## config.mk

```make
export PLATFORM = sky130hd
export DESIGN_NAME = stick_front_end_conditioner_unit_flat
export DESIGN_NICKNAME = d
export VERILOG_FILES = /design/src/sfec_pkg.sv /design/src/sfec_in_if.sv /design/src/sfec_out_if.sv /design/src/sfec_axis.sv /design/src/stick_front_end_conditioner_unit.sv /design/src/flat_wrapper.sv
export VERILOG_INCLUDE_DIRS = /design/src /design/src/src
export SDC_FILE = /design/constraint.sdc
export NUM_CORES = 1
export LEC_CHECK = 0
export BUFFER_PORTS_ARGS = -buffer_cell sky130_fd_sc_hd__buf_2
export CAP_MARGIN = 20
export CORE_ASPECT_RATIO = 0.9
export CORE_MARGIN = 5
export CORE_UTILIZATION = 50
export CTS_BUF_LIST = sky130_fd_sc_hd__clkbuf_4 sky130_fd_sc_hd__clkbuf_8 sky130_fd_sc_hd__clkbuf_16
export DETAILED_ROUTE_END_ITERATION = 7
export MAX_ROUTING_LAYER = met4
export PLACE_DENSITY = 0.67
export SLEW_MARGIN = 20
export SYNTH_ARGS = -nofsm -noshare
export SYNTH_HDL_FRONTEND = slang
export SYNTH_SLANG_ARGS = --single-unit
export TNS_END_PERCENT = 1
```

## constraint.sdc

```tcl
create_clock -name clk -period 8.3 [get_ports clk]
set_input_delay 0 -clock clk [delete_from_list [all_inputs] [get_ports clk]]
set_output_delay 0 -clock clk [all_outputs]
set_load 0.01 [all_outputs]
```

## src/stick_front_end_conditioner_unit_assert.svh

```systemverilog
// ---------------------------------------------------------------------------
// Assertion macros for the stick front end conditioner
// Shorthand for clocked checks with synchronous active-low reset.
// ---------------------------------------------------------------------------
`ifndef STICK_FRONT_END_CONDITIONER_UNIT_ASSERT_SVH
`define STICK_FRONT_END_CONDITIONER_UNIT_ASSERT_SVH

// Condition implies consequence in the same cycle
`define SFEC_ASSERT_SAME(name, ante, cons, msg) \
  name: assert property (@(posedge clk) disable iff (!rst_n) (ante) |-> (cons)) \
    else $error(msg);

// Condition implies consequence in the next cycle
`define SFEC_ASSERT_NEXT(name, ante, cons, msg) \
  name: assert property (@(posedge clk) disable iff (!rst_n) (ante) |=> (cons)) \
    else $error(msg);

`endif

```

## src/sfec_pkg.sv

```systemverilog
// ---------------------------------------------------------------------------
// sfec_pkg
// Types and constants shared by the stick front end conditioner.
// ---------------------------------------------------------------------------
package sfec_pkg;

  localparam int SAMPLE_BITS   = 12;
  localparam int OUT_W         = SAMPLE_BITS + 1;
  localparam int AXES          = 4;

  // Moving average window, power of two so the average is a shift
  localparam int SMOOTH_DEPTH  = 4;
  localparam int SMOOTH_SHIFT  = $clog2(SMOOTH_DEPTH);
  localparam int SLOT_W        = (SMOOTH_SHIFT > 0) ? SMOOTH_SHIFT : 1;
  localparam int SUM_W         = SAMPLE_BITS + SMOOTH_SHIFT;

  // Center capture length, power of two so the mean is a shift
  localparam int CAL_COUNT     = 8;
  localparam int CAL_SHIFT     = $clog2(CAL_COUNT);
  localparam int CAP_W         = SAMPLE_BITS + CAL_SHIFT;
  localparam int PHASE_W       = $clog2(CAL_COUNT + 2);

  localparam logic [PHASE_W-1:0] PHASE_IDLE  = PHASE_W'(0);
  localparam logic [PHASE_W-1:0] PHASE_SKIP  = PHASE_W'(1);
  localparam logic [PHASE_W-1:0] PHASE_FIRST = PHASE_W'(2);
  localparam logic [PHASE_W-1:0] PHASE_LAST  = PHASE_W'(CAL_COUNT + 1);

  localparam logic [SAMPLE_BITS-1:0] SAMPLE_MASK  = {SAMPLE_BITS{1'b1}};
  localparam logic [SAMPLE_BITS-1:0] CENTER_RESET = SAMPLE_BITS'(2048);

  // Configuration port
  localparam int CFG_IDX_W  = 3;
  localparam int CFG_DATA_W = SAMPLE_BITS;

  typedef enum logic [CFG_IDX_W-1:0] {
    REG_INVERT_MASK    = 3'd0,
    REG_LEFT_X_CENTER  = 3'd1,
    REG_LEFT_Y_CENTER  = 3'd2,
    REG_RIGHT_X_CENTER = 3'd3,
    REG_RIGHT_Y_CENTER = 3'd4
  } cfg_reg_t;

  // Per-item controls broadcast to the axis lanes
  typedef struct packed {
    logic              step;
    logic [SLOT_W-1:0] slot;
    logic              clear;
    logic              accum;
    logic              finish;
  } axis_ctrl_t;

endpackage

```

## src/sfec_in_if.sv

```systemverilog
// ---------------------------------------------------------------------------
// sfec_in_if
// Sample set channel: command bit and four raw ADC readings.
// ---------------------------------------------------------------------------
interface sfec_in_if import sfec_pkg::*; ();
  logic                   valid;
  logic                   ready;
  logic                   cmd;
  logic [SAMPLE_BITS-1:0] left_x_sample;
  logic [SAMPLE_BITS-1:0] left_y_sample;
  logic [SAMPLE_BITS-1:0] right_x_sample;
  logic [SAMPLE_BITS-1:0] right_y_sample;

  modport source (
    output valid, cmd, left_x_sample, left_y_sample, right_x_sample, right_y_sample,
    input  ready
  );
  modport sink (
    input  valid, cmd, left_x_sample, left_y_sample, right_x_sample, right_y_sample,
    output ready
  );
endinterface

```

## src/sfec_out_if.sv

```systemverilog
// ---------------------------------------------------------------------------
// sfec_out_if
// Result channel: four signed, center-relative axis values.
// ---------------------------------------------------------------------------
interface sfec_out_if import sfec_pkg::*; ();
  logic                    valid;
  logic                    ready;
  logic signed [OUT_W-1:0] left_x;
  logic signed [OUT_W-1:0] left_y;
  logic signed [OUT_W-1:0] right_x;
  logic signed [OUT_W-1:0] right_y;

  modport source (
    output valid, left_x, left_y, right_x, right_y,
    input  ready
  );
  modport sink (
    input  valid, left_x, left_y, right_x, right_y,
    output ready
  );
endinterface

```

## src/sfec_axis.sv

```systemverilog
// ---------------------------------------------------------------------------
// sfec_axis
// One axis lane: moving average, optional inversion, center capture
// accumulator and active center, giving the signed center-relative value.
// ---------------------------------------------------------------------------
module sfec_axis import sfec_pkg::*; (
  input  logic                    clk,
  input  logic                    rst_n,
  input  axis_ctrl_t              ctrl,
  input  logic                    invert,
  input  logic [SAMPLE_BITS-1:0]  raw,
  input  logic                    load,
  input  logic [SAMPLE_BITS-1:0]  load_value,
  output logic signed [OUT_W-1:0] diff
);

  logic [SAMPLE_BITS-1:0] hist_r [SMOOTH_DEPTH];
  logic [SUM_W-1:0]       sum_r;
  logic [SUM_W-1:0]       sum_nxt;
  logic [CAP_W-1:0]       cap_r;
  logic [CAP_W-1:0]       cap_total;
  logic [SAMPLE_BITS-1:0] center_r;
  logic [SAMPLE_BITS-1:0] avg;
  logic [SAMPLE_BITS-1:0] cond;
  logic [SAMPLE_BITS-1:0] new_center;
  logic [SAMPLE_BITS-1:0] center_use;

  // Slide the window: drop the oldest sample, add the new one
  always_comb begin
    sum_nxt    = sum_r - SUM_W'(hist_r[ctrl.slot]) + SUM_W'(raw);
    avg        = SAMPLE_BITS'(sum_nxt >> SMOOTH_SHIFT);
    cond       = invert ? (SAMPLE_MASK - avg) : avg;
    cap_total  = cap_r + CAP_W'(cond);
    new_center = SAMPLE_BITS'(cap_total >> CAL_SHIFT);
    center_use = ctrl.finish ? new_center : center_r;
    diff       = $signed({1'b0, cond}) - $signed({1'b0, center_use});
  end

  // Advance window, capture accumulator and center
  always_ff @(posedge clk) begin
    if (!rst_n) begin
      for (int i = 0; i < SMOOTH_DEPTH; i++) begin
        hist_r[i] <= '0;
      end
      sum_r    <= '0;
      cap_r    <= '0;
      center_r <= CENTER_RESET;
    end else begin
      if (ctrl.step) begin
        hist_r[ctrl.slot] <= raw;
        sum_r             <= sum_nxt;
        if (ctrl.clear) begin
          cap_r <= '0;
        end else if (ctrl.accum) begin
          cap_r <= cap_total;
        end
        if (ctrl.finish) begin
          center_r <= new_center;
        end
      end
      if (load) begin
        center_r <= load_value;
      end
    end
  end

endmodule

```

## src/stick_front_end_conditioner_unit.sv

```systemverilog
// ---------------------------------------------------------------------------
// stick_front_end_conditioner_unit
// Two-stick conditioning front end: per-axis moving average, inversion,
// center subtraction and center capture.
//
//   channel  | direction | transaction
//   in_if    | in        | cmd + four 12-bit raw samples
//   out_if   | out       | four 13-bit signed axis values
//   cfg_*    | in        | write of invert mask or one center register
//
// One transaction is accepted per cycle unless a stalled result fills the input
// register; the result register behind it loads from it and offers the result.
// Items that start or run a center capture give no result, except the last
// capture item.
// Reset clears the sample history, sums, capture state, and sets centers to
// 2048.
// A stalled result holds the result register; the input register still takes
// one more transaction before in_if.ready drops.
// ---------------------------------------------------------------------------
`include "stick_front_end_conditioner_unit_assert.svh"

module stick_front_end_conditioner_unit import sfec_pkg::*; (
  input  logic                  clk,
  input  logic                  rst_n,
  sfec_in_if.sink               in_if,
  sfec_out_if.source            out_if,
  input  logic                  cfg_we,
  input  logic [CFG_IDX_W-1:0]  cfg_index,
  input  logic [CFG_DATA_W-1:0] cfg_wdata
);

  logic                    s1_valid_r;
  logic                    s1_cmd_r;
  logic [SAMPLE_BITS-1:0]  s1_samp_r [AXES];
  logic                    out_valid_r;
  logic                    out_valid_nxt;
  logic signed [OUT_W-1:0] out_r [AXES];
  logic signed [OUT_W-1:0] diff [AXES];
  logic [PHASE_W-1:0]      phase_r;
  logic [PHASE_W-1:0]      phase_nxt;
  logic [SLOT_W-1:0]       slot_r;
  logic [AXES-1:0]         invert_r;
  logic [AXES-1:0]         load;
  logic                    step;
  logic                    emit;
  logic                    in_accept;
  logic                    step_skip;
  logic                    step_last;
  axis_ctrl_t              ctrl;

  // Handshake
  assign step         = s1_valid_r && (!out_valid_r || out_if.ready);
  assign in_if.ready  = !s1_valid_r || step;
  assign in_accept    = in_if.valid && in_if.ready;

  // Input register
  always_ff @(posedge clk) begin
    if (!rst_n) begin
      s1_valid_r <= 1'b0;
    end else if (in_if.ready) begin
      s1_valid_r <= in_if.valid;
    end
  end

  always_ff @(posedge clk) begin
    if (in_accept) begin
      s1_cmd_r     <= in_if.cmd;
      s1_samp_r[0] <= in_if.left_x_sample;
      s1_samp_r[1] <= in_if.left_y_sample;
      s1_samp_r[2] <= in_if.right_x_sample;
      s1_samp_r[3] <= in_if.right_y_sample;
    end
  end

  // Capture sequencing: start, skip one, accumulate, finish
  always_comb begin
    phase_nxt   = phase_r;
    emit        = 1'b0;
    ctrl.step   = step;
    ctrl.slot   = slot_r;
    ctrl.clear  = 1'b0;
    ctrl.accum  = 1'b0;
    ctrl.finish = 1'b0;
    if (phase_r == PHASE_IDLE) begin
      if (s1_cmd_r) begin
        phase_nxt = PHASE_SKIP;
      end else begin
        emit = 1'b1;
      end
    end else if (phase_r == PHASE_SKIP) begin
      ctrl.clear = 1'b1;
      phase_nxt  = PHASE_FIRST;
    end else if (phase_r == PHASE_LAST) begin
      ctrl.finish = 1'b1;
      emit        = 1'b1;
      phase_nxt   = PHASE_IDLE;
    end else begin
      ctrl.accum = 1'b1;
      phase_nxt  = phase_r + 1'b1;
    end
  end

  always_ff @(posedge clk) begin
    if (!rst_n) begin
      phase_r <= PHASE_IDLE;
      slot_r  <= '0;
    end else if (step) begin
      phase_r <= phase_nxt;
      slot_r  <= (slot_r == SLOT_W'(SMOOTH_DEPTH - 1)) ? '0 : slot_r + 1'b1;
    end
  end

  // Configuration decode
  always_comb begin
    load = '0;
    if (cfg_we) begin
      unique case (cfg_index)
        REG_LEFT_X_CENTER:  load[0] = 1'b1;
        REG_LEFT_Y_CENTER:  load[1] = 1'b1;
        REG_RIGHT_X_CENTER: load[2] = 1'b1;
        REG_RIGHT_Y_CENTER: load[3] = 1'b1;
        default:            load    = '0;
      endcase
    end
  end

  always_ff @(posedge clk) begin
    if (!rst_n) begin
      invert_r <= '0;
    end else if (cfg_we && (cfg_index == REG_INVERT_MASK)) begin
      invert_r <= cfg_wdata[AXES-1:0];
    end
  end

  // Axis lanes
  for (genvar a = 0; a < AXES; a++) begin : g_axis
    sfec_axis u_axis (
      .clk        (clk),
      .rst_n      (rst_n),
      .ctrl       (ctrl),
      .invert     (invert_r[a]),
      .raw        (s1_samp_r[a]),
      .load       (load[a]),
      .load_value (cfg_wdata[SAMPLE_BITS-1:0]),
      .diff       (diff[a])
    );
  end

  // Result register
  always_comb begin
    out_valid_nxt = out_valid_r;
    if (step) begin
      out_valid_nxt = emit;
    end else if (out_if.ready) begin
      out_valid_nxt = 1'b0;
    end
  end

  always_ff @(posedge clk) begin
    if (!rst_n) begin
      out_valid_r <= 1'b0;
    end else begin
      out_valid_r <= out_valid_nxt;
    end
  end

  always_ff @(posedge clk) begin
    if (step && emit) begin
      for (int i = 0; i < AXES; i++) begin
        out_r[i] <= diff[i];
      end
    end
  end

  assign out_if.valid   = out_valid_r;
  assign out_if.left_x  = out_r[0];
  assign out_if.left_y  = out_r[1];
  assign out_if.right_x = out_r[2];
  assign out_if.right_y = out_r[3];

  // Checks
  assign step_skip = step && (phase_r == PHASE_SKIP);
  assign step_last = step && (phase_r == PHASE_LAST);

  `SFEC_ASSERT_SAME(a_phase_range, 1'b1, phase_r <= PHASE_LAST, "capture phase out of range")
  `SFEC_ASSERT_NEXT(a_skip_then_first, step_skip, phase_r == PHASE_FIRST, "capture skip stuck")
  `SFEC_ASSERT_NEXT(a_finish_emits, step_last, out_valid_r && (phase_r == PHASE_IDLE), "no result")
  `SFEC_ASSERT_SAME(a_stall_full, !in_if.ready, s1_valid_r && out_valid_r, "input stalled early")

endmodule

```

## src/flat_wrapper.sv

```systemverilog
// flat-port wrapper written by rule: the top's interface ports become plain ports
module stick_front_end_conditioner_unit_flat import sfec_pkg::*;
  (clk, rst_n, cfg_we, cfg_index, cfg_wdata, in_if_valid, in_if_cmd, in_if_left_x_sample, in_if_left_y_sample, in_if_right_x_sample, in_if_right_y_sample, in_if_ready, out_if_valid, out_if_left_x, out_if_left_y, out_if_right_x, out_if_right_y, out_if_ready);
  sfec_in_if in_if_i ();
  sfec_out_if out_if_i ();
  input  logic clk;
  input  logic rst_n;
  input  logic cfg_we;
  input  logic [CFG_IDX_W-1:0] cfg_index;
  input  logic [CFG_DATA_W-1:0] cfg_wdata;
  input wire logic [$bits(in_if_i.valid)-1:0] in_if_valid;
  input wire logic [$bits(in_if_i.cmd)-1:0] in_if_cmd;
  input wire logic [$bits(in_if_i.left_x_sample)-1:0] in_if_left_x_sample;
  input wire logic [$bits(in_if_i.left_y_sample)-1:0] in_if_left_y_sample;
  input wire logic [$bits(in_if_i.right_x_sample)-1:0] in_if_right_x_sample;
  input wire logic [$bits(in_if_i.right_y_sample)-1:0] in_if_right_y_sample;
  output wire logic [$bits(in_if_i.ready)-1:0] in_if_ready;
  output wire logic [$bits(out_if_i.valid)-1:0] out_if_valid;
  output wire logic [$bits(out_if_i.left_x)-1:0] out_if_left_x;
  output wire logic [$bits(out_if_i.left_y)-1:0] out_if_left_y;
  output wire logic [$bits(out_if_i.right_x)-1:0] out_if_right_x;
  output wire logic [$bits(out_if_i.right_y)-1:0] out_if_right_y;
  input wire logic [$bits(out_if_i.ready)-1:0] out_if_ready;
  assign in_if_i.valid = in_if_valid;
  assign in_if_i.cmd = in_if_cmd;
  assign in_if_i.left_x_sample = in_if_left_x_sample;
  assign in_if_i.left_y_sample = in_if_left_y_sample;
  assign in_if_i.right_x_sample = in_if_right_x_sample;
  assign in_if_i.right_y_sample = in_if_right_y_sample;
  assign in_if_ready = in_if_i.ready;
  assign out_if_valid = out_if_i.valid;
  assign out_if_left_x = out_if_i.left_x;
  assign out_if_left_y = out_if_i.left_y;
  assign out_if_right_x = out_if_i.right_x;
  assign out_if_right_y = out_if_i.right_y;
  assign out_if_i.ready = out_if_ready;
  stick_front_end_conditioner_unit u_core (.clk(clk), .rst_n(rst_n), .in_if(in_if_i), .out_if(out_if_i), .cfg_we(cfg_we), .cfg_index(cfg_index), .cfg_wdata(cfg_wdata));
endmodule
```

==> metrics.csv, run 1 <==
metric,value,unit
Detailed Place HPWL,47800,um
post-synthesis mux area share,0.0564,
Die Area,0.0595,mm^2
die extent in x,257,um
"EDFF count, synth",293,
crit-path max FO,32,
asr flop ratio synth,0,
top post-synthesis cells by count,"293 x edfxtp_1, 279 x nor2_1, 237 x inv_1",
P per Cell Area,341,mW/mm^2
CTS tree,done,
Starting Density,0.505,
post-synthesis cell type count,85,
worst min path class,in -> reg,
post-synthesis simple-gate area fraction,0.136,
RSZ-0062 raised after global routing,false,
"antenna viol nets, final",0,
sum of negative setup slack,0,ns
Overall Global Routing Usage,0.240,
max_slew headroom,0.341,
first-pass GRT wire length,112000,um
Max Cap Violations,0,
ranking of synthesized cells by area,"edfxtp_1 32%, dfxtp_1 13%, ha_1 7.4%",
vias in the first global route,20400,
Routed WL,70500,um
vias per cell,5.74,
WL/cell,19.9,um
leakage power,12.5,nW
Skew-Pair Late Insertion Delay,0.61,ns
num rows,81,
"Net Count, Synth",2950,
"Slew Viols, Final",0,
Compound-Gate Fraction of Synth Area,0.133,
Ys Warns,0,
worst slew pin tran,0.981,ns
mapped cell area,0.0274,mm^2
Fillers,4468,
critical path data arrival time,7.68,ns
GP Congestion,0.943,
post-synth top area share,0.322,
CTS HTree Levels,2,
status,completed,
Worst VDD drop,0.000166,V
Critical Path Max Stage Delay,0.81,ns
minimum clock period after layout,7.33,ns
pin count of the biggest net entering global routing,81,
utilization after layout,0.576,
Mapped Cells,2664,
clock transition at the registers of the reported paths,0.06,ns
final net count,3082,
Top Ports,123,
ys flop type,edfxtp_1,
root buf cell,clkbuf_16,
register area share after synthesis,0.452,
top-count cell post-synth,edfxtp_1,
share of cells above drive strength 1,0.123,
largest family of logic cells by synthesized area,simple AND/OR/NAND/NOR gates,
gr ovfl total,0,
Layout Area Growth over Synthesis,14.1,%
ANT cells,0,
Final Setup Violations,0,
Vias,20300,
initial antenna violation count,0,
TritonCTS Buffers,52,
Final period util,0.883,
Die Height,232,um
core area,0.0542,mm^2
flip-flop and latch count after synthesis,471,
remaining routing DRC violations,0,
Port Buffers,122,
slowest library cell on the worst path,dfxtp_4,
total power,10.7,mW
Final Skew,0.0172,ns
Synth Area in Adders,0.115,
drt first-iter violations,1457,
xor/xnor share of the synthesized area,0.0563,
Final Hold Vio Count,0,
Yosys top cell by area,edfxtp_1,
Crit path required time,8.65,ns
clk buf depth,3,
1st-pass router iterations,8,
endpoint type of the worst setup path,register,
critical path class,reg -> reg,
crit-path most repeated cell,ha_1,
clk sinks,471,
syn_area_per_cell,10.3,um^2
CP startpoint kind,register,
Max Freq,0.136,GHz
critical path, delay by kind of cell, from the launching register on:
family | cells | cell delay, ns
AO/OA/AOI/OAI | 11 | 2.48
adder cells (fa/ha/maj) | 5 | 1.70
XOR/XNOR | 4 | 0.97
flip-flops | 1 | 0.81
multiplexers | 2 | 0.72
AND/OR/NAND/NOR | 3 | 0.34
buffers and inverters | 1 | 0.04
final cells by class:
| class | count | area, um^2 | area share |
|---|---|---|---|
| clock inverters | 26 | 395 | 0.0127 |
| well taps | 705 | 882 | 0.0283 |
| repair buffers | 214 | 1470 | 0.0470 |
| flip-flops and latches | 471 | 12400 | 0.396 |
| multi-input cells | 1820 | 13700 | 0.437 |
| inverters | 237 | 892 | 0.0286 |
| clock buffers | 70 | 1560 | 0.0498 |
logic make-up (layout without fill, tap and decap cells):
| kind of cell | after synthesis | in the layout |
|---|---|---|
| buf+inv | 373 | 547 |
| fa+ha+maj | 217 | 217 |
| mux | 94 | 94 |
| flops | 471 | 471 |
| xor+xnor | 176 | 176 |
| simple gates | 779 | 779 |
| compound gates | 554 | 554 |
flip-flops by register name (all words and copies together) (netlist names), named ones only:
signal / flops
u_core.s1_cmd_r: 1
u_core.slot_r: 2
u_core.g_axis.u_axis.cap_r: 60
u_core.g_axis.u_axis.hist_r: 192
u_core.g_axis.u_axis.center_r: 48
u_core.out_if.valid: 1
u_core.invert_r: 4
u_core.g_axis.u_axis.sum_r: 56
u_core.s1_valid_r: 1
u_core.phase_r: 4
u_core.out_r: 52
u_core.s1_samp_r: 48
report_power, final:
part           total (mW)  leakage, nW  switching [mW]  internal [mW]
logic                5.09         7.08            3.03           2.06
registers            2.97         4.40          0.0952           2.87
clock network        2.61        0.971            1.00           1.60
layout by cell type, fill, tap and decap left out, types with 8 or more instances in the layout:
cell type and instances:
buf_4 25, bufinv_16 9, fa_1 56, a21oi_1 206, mux2i_1 45, nor4_1 57, clkbuf_16 57, inv_1 236
nand2b_1 23, nand4_1 9, a21o_1 36, nor2_1 277, a31oi_1 10, xnor2_1 110, ha_1 161, xor2_1 66
a211o_1 8, edfxtp_1 293, nor2b_1 26, o211ai_1 10, o21ai_1 15, nor3_1 44, dlygate4sd3_1 67, o21ai_0 91
clkbuf_4 8, buf_2 122, a22oi_1 29, dfxtp_1 174, and2_1 102, and3_1 10, clkinv_2 8, or3_1 8
a211oi_1 29, nand2_1 148, o21a_1 35, mux4_2 48, nand3_1 46
metrics by stage:
stage          hold slack (ns)  cell area, um^2  worst slack, ns  std cells
5_1_grt                 0.0721            31200            0.489       3543
3_3_place_gp             0.177            28600             1.25       3380
3_5_place_dp             0.178            28600             1.06       3380
2_1_floorplan           0.0989            27400             1.80       2664
4_1_cts               0.000115            31200             1.04       3543
6_report                0.0379            31200            0.973       3543
final timing paths:
check	from	to	slack [ns]	cells after the start
setup / recovery	register	u_core.out_r[2][11]	0.97	26
setup reg to reg	register	u_core.out_r[2][11]	0.97	26
hold / removal	cfg_index[2]	u_core.g_axis[3].u_axis.center_r[10]	0.04	3
hold reg to reg	u_core.g_axis[2].u_axis.sum_r[12]	u_core.g_axis[2].u_axis.sum_r[12]	0.46	2
what timing repair did:
| action | in CTS | in global routing |
|---|---|---|
| hold buffers | 67 | 0 |
| gates resized for setup | 0 | 0 |
| hold endpoints to repair | 103 | 0 |
| buffers inserted | 0 | 0 |
routing by layer:
| layer | GRT usage | vias up | routed length, um |
|---|---|---|---|
| met5 | - | - | 0 |
| met4 | 0.0666 | 0 | 1940 |
| met3 | 0.0376 | 144 | 4570 |
| met2 | 0.380 | 661 | 32300 |
| met1 | 0.327 | 9858 | 31700 |
| li1 | - | 9660 | - |
Note: power is estimated with default switching activity, not from simulation.
==> inputs of run 2 (changes only) <==
Settings changed: ABC_CLOCK_PERIOD_IN_PS set to 8300, HOLD_SLACK_MARGIN set to 0.08, SYNTH_HIERARCHICAL set to 1.
==> run 2 against run 1 <==
Compared with the run above: die area grew 3.2%; sequential share of layout area shrank 1.3 points; via count grew 5.0%; register-to-register slack gained 0.11 ns; combinational power grew 7.3%; final cell count grew 4.6%; worst setup slack gained 0.11 ns; routed wire length shrank 0.72%; clock power shrank 12%; synthesized area grew 3.3%; design area grew 3.0%; largest cell class unchanged; largest power group unchanged.
==> metrics.csv, run 2 <==
metric,value,unit,change
status,completed,,unchanged
remaining routing DRC violations,0,,unchanged
Hold EP,u_core/s1_samp_r[1][1],,was u_core.g_axis[3].u_axis.center_r[10]
worst reg2reg endpoint,u_core/out_r[1][11],,was u_core.out_r[2][11]
worst min path class,in -> reg,,unchanged
worst slew pin tran,1.07,ns,was 0.981 ns
clk buf depth,3,,unchanged
CTS HTree Levels,2,,unchanged
WL/cell,18.9,um,was 19.9 um
hold depth,2,,was 3
P per Cell Area,334,mW/mm^2,was 341 mW/mm^2
clock transition at the registers of the reported paths,0.06,ns,about the same
dpl cells,3536,,was 3380
Regs by FF count,"u_core/g_axis.u_axis/hist_r: 192 flops, u_core/g_axis.u_axis/cap_r: 60 flops, u_core/g_axis.u_axis/sum_r: 56 flops",,"was u_core.g_axis.u_axis.hist_r: 192 flops, u_core.g_axis.u_axis.cap_r: 60 flops, u_core.g_axis.u_axis.sum_r: 56 flops"
first-pass GRT wire length,112000,um,about the same
Top Ports,123,,unchanged
root buf cell,clkbuf_16,,unchanged
Final Hold Vio Count,0,,unchanged
final net count,3196,,was 3082
"Slew Viols, Final",0,,unchanged
hold buffers post-CTS,77,,was 67
Routed WL,70000,um,was 70500 um
Final Skew,0.0100,ns,was 0.0172 ns
Crit path required time,8.75,ns,was 8.65 ns
Ys Warns,6,,was 0
hold slack,0.116,ns,was 0.0379 ns
Final period util,0.869,,was 0.883
leakage power,13.0,nW,was 12.5 nW
reg2reg setup slack,1.08,ns,was 0.97 ns
"leading cell type in the layout, fill and taps excluded",edfxtp_1,,unchanged
mapped cell area,0.0283,mm^2,was 0.0274 mm^2
drt first-iter violations,1769,,was 1457
placed inst area,0.0297,mm^2,was 0.0286 mm^2
Layout Area Growth over Synthesis,13.8,%,was 14.1%
critical path class,reg -> reg,,unchanged
Largest register FFs,192,,unchanged
asr flop ratio synth,0,,unchanged
worst slack at placement,1.15,ns,was 1.06 ns
initial antenna violation count,4,,was 0
syn_area_per_cell,10.3,um^2,about the same
crit-path max FO,36,,was 32
Die Area,0.0614,mm^2,was 0.0595 mm^2
ys flop type,edfxtp_1,,unchanged
"EDFF count, synth",293,,unchanged
flip-flop and latch count after synthesis,469,,was 471
pin count of the biggest net entering global routing,118,,was 81
Critical Path Max Stage Delay,0.78,ns,was 0.81 ns
vias in the first global route,21100,,was 20400
Reg2Reg Launch Point,u_core/slot_r[0],,
critical path data arrival time,7.67,ns,was 7.68 ns
vias per cell,5.76,,was 5.74
Port Buffers,122,,unchanged
utilization after layout,0.576,,about the same
num rows,82,,was 81
post-route cell area,0.0322,mm^2,was 0.0312 mm^2
top-count cell post-synth,edfxtp_1,,unchanged
minimum clock period after layout,7.22,ns,was 7.33 ns
clk sinks,469,,was 471
Skew-Pair Late Insertion Delay,0.59,ns,was 0.61 ns
max_slew headroom,0.286,,was 0.341
crit path cell chain,"buf_4, mux4_2, fa_1, inv_1, ha_1, a2111oi_2, o31ai_2, a41oi_1, nor2_1, xnor2_1, xnor2_1, ha_1, a21oi_1, or4b_1, and3_1, mux2i_1, ha_1, or2_2, a21oi_1, a21oi_1, or4b_1, nand4b_1",,
"antenna viol nets, final",0,,unchanged
Starting Density,0.506,,was 0.505
total power,10.7,mW,about the same
post-synthesis cell type count,86,,was 85
ranking of synthesized cells by area,"edfxtp_1 31%, dfxtp_1 12%, ha_1 7.1%",,"was edfxtp_1 32%, dfxtp_1 13%, ha_1 7.4%"
core area,0.0558,mm^2,was 0.0542 mm^2
share of cells above drive strength 1,0.117,,was 0.123
Yosys top cell by area,edfxtp_1,,unchanged
post-CTS sizing,0,,unchanged
sum of negative setup slack,0,ns,unchanged
"commonest cells after routing, fill and taps aside","293 x edfxtp_1, 269 x inv_1, 222 x nor2_1",,"was 293 x edfxtp_1, 277 x nor2_1, 236 x inv_1"
gr ovfl total,0,,unchanged
CP startpoint kind,register,,unchanged
post-synth top area share,0.311,,was 0.322
endpoint type of the worst setup path,register,,unchanged
Worst VDD drop,0.000189,V,was 0.000166 V
Max Cap Violations,0,,unchanged
RSZ-0062 raised after global routing,false,,unchanged
Mapped Cells,2746,,was 2664
Detailed Place HPWL,49400,um,was 47800 um
Reg2Reg Depth,22,,was 26
CTS tree,done,,unchanged
Max Freq,0.139,GHz,was 0.136 GHz
top post-synthesis cells by count,"293 x edfxtp_1, 269 x inv_1, 223 x nor2_1",,"was 293 x edfxtp_1, 279 x nor2_1, 237 x inv_1"
Vias,21300,,was 20300
final std cells w/o fill,3706,,was 3543
register area share after synthesis,0.436,,was 0.452
Overall Global Routing Usage,0.231,,was 0.240
Biggest register,u_core/g_axis.u_axis/hist_r,,was u_core.g_axis.u_axis.hist_r
Die Height,236,um,was 232 um
Setup Buffers After CTS,0,,unchanged
slowest library cell on the worst path,dfxtp_4,,unchanged
1st-pass router iterations,8,,unchanged
GP Congestion,0.953,,was 0.943
TritonCTS Buffers,51,,was 52
"Worst Setup Slack, final",1.08,ns,was 0.973 ns
worst hold start,in_if_left_y_sample[1],,was cfg_index[2]
"Net Count, Synth",3032,,was 2950
Final Setup Violations,0,,unchanged
die extent in x,261,um,was 257 um
[run 2: kinds of logic after synthesis]
family,Yosys count,share of synthesized area
AO/OA/AOI/OAI,593,0.142
XOR/XNOR,153,0.0474
buffers and inverters,400,0.0535
flip-flops,469,0.436
AND/OR/NAND/NOR,792,0.145
multiplexers,122,0.0647
adder cells (fa/ha/maj),217,0.111
[run 2: power by group]
part	internal (mW)	switching, mW	total [mW]
logic	2.23	3.22	5.46
registers	2.87	0.108	2.98
clock network	1.35	0.946	2.29
total	6.46	4.28	10.7
[run 2: final cells by class]
type	instances	area, um^2
flip-flops and latches	469	12300
multi-input cells	1877	14500
well taps	756	946
clock buffers	62	1390
fillers	4755	23600
inverters	273	1020
diodes	1	2.50
repair buffers	238	1700
clock inverters	30	292
[run 2: worst max-delay path by stage]
stage	from	endpoint	depth (start not counted)
after global placement	u_core/slot_r[0]	u_core/out_r[1][11]	22
after global routing	u_core/slot_r[0]	u_core/out_r[1][11]	22
final	u_core/slot_r[0]	u_core/out_r[1][11]	22
after floorplan	u_core/slot_r[0]	u_core/out_r[1][11]	24
after CTS	u_core/slot_r[0]	u_core/out_r[1][11]	22
after detailed placement	u_core/slot_r[0]	u_core/out_r[1][11]	22
[run 2: layer usage]
metal	part of all wire	vias up	track usage
met2	0.46	699	0.361
li1	-	10200	-
met5	0	-	-
met1	0.45	10300	0.322
met3	0.064	107	0.0291
met4	0.023	0	0.0586
[run 2: worst max-delay path, delay by kind of cell, from the launching register on]
family	cells	cell delay (ns)
AO/OA/AOI/OAI	6	1.61
XOR/XNOR	2	0.52
adder cells (fa/ha/maj)	4	1.45
buffers and inverters	2	0.34
flip-flops	1	0.78
multiplexers	2	0.68
AND/OR/NAND/NOR	6	1.67
==> inputs of run 3 (changes only) <==
Settings changed: ABC_CLOCK_PERIOD_IN_PS 8300 to 9100.
Clock period 8.3 ns to 9.1 ns, I/O delays scaled along.
==> run 3 against run 2 <==
Compared with the run above: routed wire length shrank 1.3%; sequential cell count is the same; non-clock buffer count grew 14; maximum frequency shrank 4.2%; combinational power shrank 8.6%.
==> metrics.csv, run 3 (synthesized netlist as in run 2, its figures left out) <==
metric,value,unit,change
remaining routing DRC violations,0,,unchanged
Logic pwr share,0.510,,was 0.508
ANT cells,0,,was 1
critical path data arrival time,7.88,ns,was 7.67 ns
share of cells above drive strength 1,0.114,,was 0.117
worst hold start,in_if_right_y_sample[7],,was in_if_left_y_sample[1]
Seq pwr share,0.278,,about the same
Crit path max-delay family,compound AO/OA/AOI/OAI gates,,was simple AND/OR/NAND/NOR gates
FF+latch area,0.0123,mm^2,unchanged
Final Skew,0.0229,ns,was 0.0100 ns
drt first-iter violations,1599,,was 1769
Cell Int Power,5.88,mW,was 6.46 mW
Biggest register,u_core/g_axis.u_axis/hist_r,,unchanged
gr ovfl total,0,,unchanged
Crit path required time,9.45,ns,was 8.75 ns
worst reg2reg endpoint,u_core/out_r[2][11],,was u_core/out_r[1][11]
vias in the first global route,21100,,about the same
GP Congestion,0.943,,was 0.953
multi-input logic area,0.0145,mm^2,unchanged
Regs by FF count,"u_core/g_axis.u_axis/hist_r: 192 flops, u_core/g_axis.u_axis/cap_r: 60 flops, u_core/g_axis.u_axis/sum_r: 56 flops",,unchanged
CP startpoint kind,register,,unchanged
worst min path class,in -> reg,,unchanged
CTS HTree Levels,2,,unchanged
pin count of the biggest net entering global routing,72,,was 118
max_slew headroom,0.263,,was 0.286
Starting Density,0.506,,unchanged
Max Freq,0.133,GHz,was 0.139 GHz
crit path launch,u_core/slot_r[0],,unchanged
minimum clock period after layout,7.53,ns,was 7.22 ns
Top Ports,123,,unchanged
crit-path max FO,55,,was 36
Die Height,236,um,unchanged
1st-pass router iterations,6,,was 8
critical path class,reg -> reg,,unchanged
Max Cap Violations,0,,unchanged
Hold EP,u_core/s1_samp_r[3][7],,was u_core/s1_samp_r[1][1]
Clk pwr share,0.212,,was 0.214
Fillers,4756,,was 4755
Setup Buffers After CTS,0,,unchanged
worst slew pin tran,1.10,ns,was 1.07 ns
Port Buffers,122,,unchanged
Largest register FFs,192,,unchanged
NetSw,3.90,mW,was 4.28 mW
Critical Path Max Stage Delay,0.88,ns,was 0.78 ns
die extent in x,261,um,unchanged
slowest library cell on the worst path,dfxtp_4,,unchanged
Routed WL,69100,um,was 70000 um
"antenna viol nets, final",0,,unchanged
Layout Area Growth over Synthesis,14.2,%,was 13.8%
clk sinks,469,,unchanged
status,completed,,unchanged
"Buf+Inv Stages, Crit Path",2,,unchanged
first-pass GRT wire length,112000,um,about the same
Final period util,0.828,,was 0.869
switch share,0.399,,about the same
vias per cell,5.74,,was 5.76
P per Cell Area,303,mW/mm^2,was 334 mW/mm^2
Final Hold Vio Count,0,,unchanged
endpoint type of the worst setup path,register,,unchanged
Vias,21300,,about the same
worst slack at placement,1.60,ns,was 1.15 ns
Reg2Reg Depth,24,,was 22
core area,0.0558,mm^2,unchanged
final net count,3209,,was 3196
"commonest cells after routing, fill and taps aside","293 x edfxtp_1, 269 x inv_1, 222 x nor2_1",,unchanged
WL/cell,18.6,um,was 18.9 um
RSZ-0062 raised after global routing,false,,unchanged
"Slew Viols, Final",0,,unchanged
sum of negative setup slack,0,ns,unchanged
leakage power,13.1,nW,was 13.0 nW
Overall Global Routing Usage,0.230,,was 0.231
clock transition at the registers of the reported paths,0.06,ns,about the same
CTS tree,done,,unchanged
Worst VDD drop,0.000161,V,was 0.000189 V
reg2reg setup slack,1.57,ns,was 1.08 ns
root buf cell,clkbuf_16,,unchanged
hold depth,2,,unchanged
clk buf depth,3,,unchanged
crit path cell chain,"buf_4, mux4_2, fa_1, inv_1, ha_1, o21a_1, a2111oi_2, nor3b_1, or2_2, xor2_1, xor2_1, ha_1, a211oi_1, o211ai_1, a41o_1, a21oi_1, xnor2_1, mux2i_1, ha_1, and2_1, a31oi_1, o31ai_1, o41a_1, xor2_1",,"was buf_4, mux4_2, fa_1, inv_1, ha_1, a2111oi_2, o31ai_2, a41oi_1, nor2_1, xnor2_1, xnor2_1, ha_1, a21oi_1, or4b_1, and3_1, mux2i_1, ha_1, or2_2, a21oi_1, a21oi_1, or4b_1, nand4b_1"
Die Area,0.0614,mm^2,unchanged
Skew-Pair Late Insertion Delay,0.60,ns,was 0.59 ns
"leading cell type in the layout, fill and taps excluded",edfxtp_1,,unchanged
"Worst Setup Slack, final",1.57,ns,was 1.08 ns
Detailed Place HPWL,48800,um,was 49400 um
num rows,82,,unchanged
Reg2Reg Launch Point,u_core/slot_r[0],,unchanged
initial antenna violation count,0,,was 4
TritonCTS Buffers,50,,was 51
Final Setup Violations,0,,unchanged
==> run 3: cell types whose count changed in the layout (fill, tap and decap cells not counted), sizes merged <==
cell	previous run	this run
dlygate4sd3	77	95
clkinv	18	23
buf	161	157
clkinvlp	7	3
clkbuf	62	60
diode	1	0
==> run 3: worst register-to-register path: cells and delay by family (launching register included) <==
| kind | cells | cell delay [ns] |
|---|---|---|
| AO/OA/AOI/OAI | 9 | 2.30 |
| adder cells (fa/ha/maj) | 4 | 1.53 |
| flip-flops | 1 | 0.88 |
| multiplexers | 2 | 0.76 |
| XOR/XNOR | 4 | 0.70 |
| AND/OR/NAND/NOR | 3 | 0.57 |
| buffers and inverters | 2 | 0.55 |
==> run 3: per-stage QoR <==
step                instances  area, um^2  power (mW)  hold slack, ns   util
finish                   3718       32300        9.78           0.115  0.578
global route             3718       32300        10.5          0.0887  0.578
CTS                      3718       32300        9.81          0.0800  0.578
detailed placement       3532       29700        7.66           0.178  0.531
global placement         3532       29700        7.52           0.176  0.531
floorplan                2746       28300        6.49          0.0989      -
==> run 3: worst max-delay path by stage <==
| stage | endpoint | slack [ns] | depth (start not counted) |
|---|---|---|---|
| 2_1_floorplan | u_core/out_r[1][11] | 2.67 | 24 |
| 3_3_place_gp | u_core/out_r[2][11] | 1.70 | 24 |
| 3_5_place_dp | u_core/out_r[2][11] | 1.60 | 24 |
| 4_1_cts | u_core/out_r[2][11] | 1.58 | 24 |
| 5_1_grt | u_core/out_r[2][11] | 1.08 | 24 |
| 6_report | u_core/out_r[2][11] | 1.57 | 24 |
==> run 3: layout make-up <==
type	instances	area share
clock buffer	60	0.0427
timing repair buffer	252	0.0566
multi-input combinational	1877	0.449
clock inverter	31	0.00869
sequential	469	0.382
tap	756	0.0293
inverter	273	0.0318
==> run 3: per-layer routing <==
layer,track usage,routed length (um),vias up
met5,-,0,-
met4,0.0546,1410,0
met1,0.316,31200,10400
met3,0.0289,3960,107
met2,0.367,32500,625
li1,-,-,10300
==> run 3: power by group through the flow <==
| stage | Clock, mW | Sequential, mW | Combinational (mW) |
|---|---|---|---|
| 2_1_floorplan | 0 | 2.76 | 3.73 |
| 3_3_place_gp | 0 | 2.76 | 4.76 |
| 3_5_place_dp | 0 | 2.76 | 4.90 |
| 4_1_cts | 2.13 | 2.72 | 4.96 |
| 5_1_grt | 2.23 | 2.73 | 5.55 |
| 6_report | 2.08 | 2.72 | 4.99 |
==> run 3: repair_timing <==
action | 4_1_cts | 5_1_grt
endpoints found under the hold margin | 123 | 0
gates resized for setup | 0 | 0
hold buffers | 95 | 0
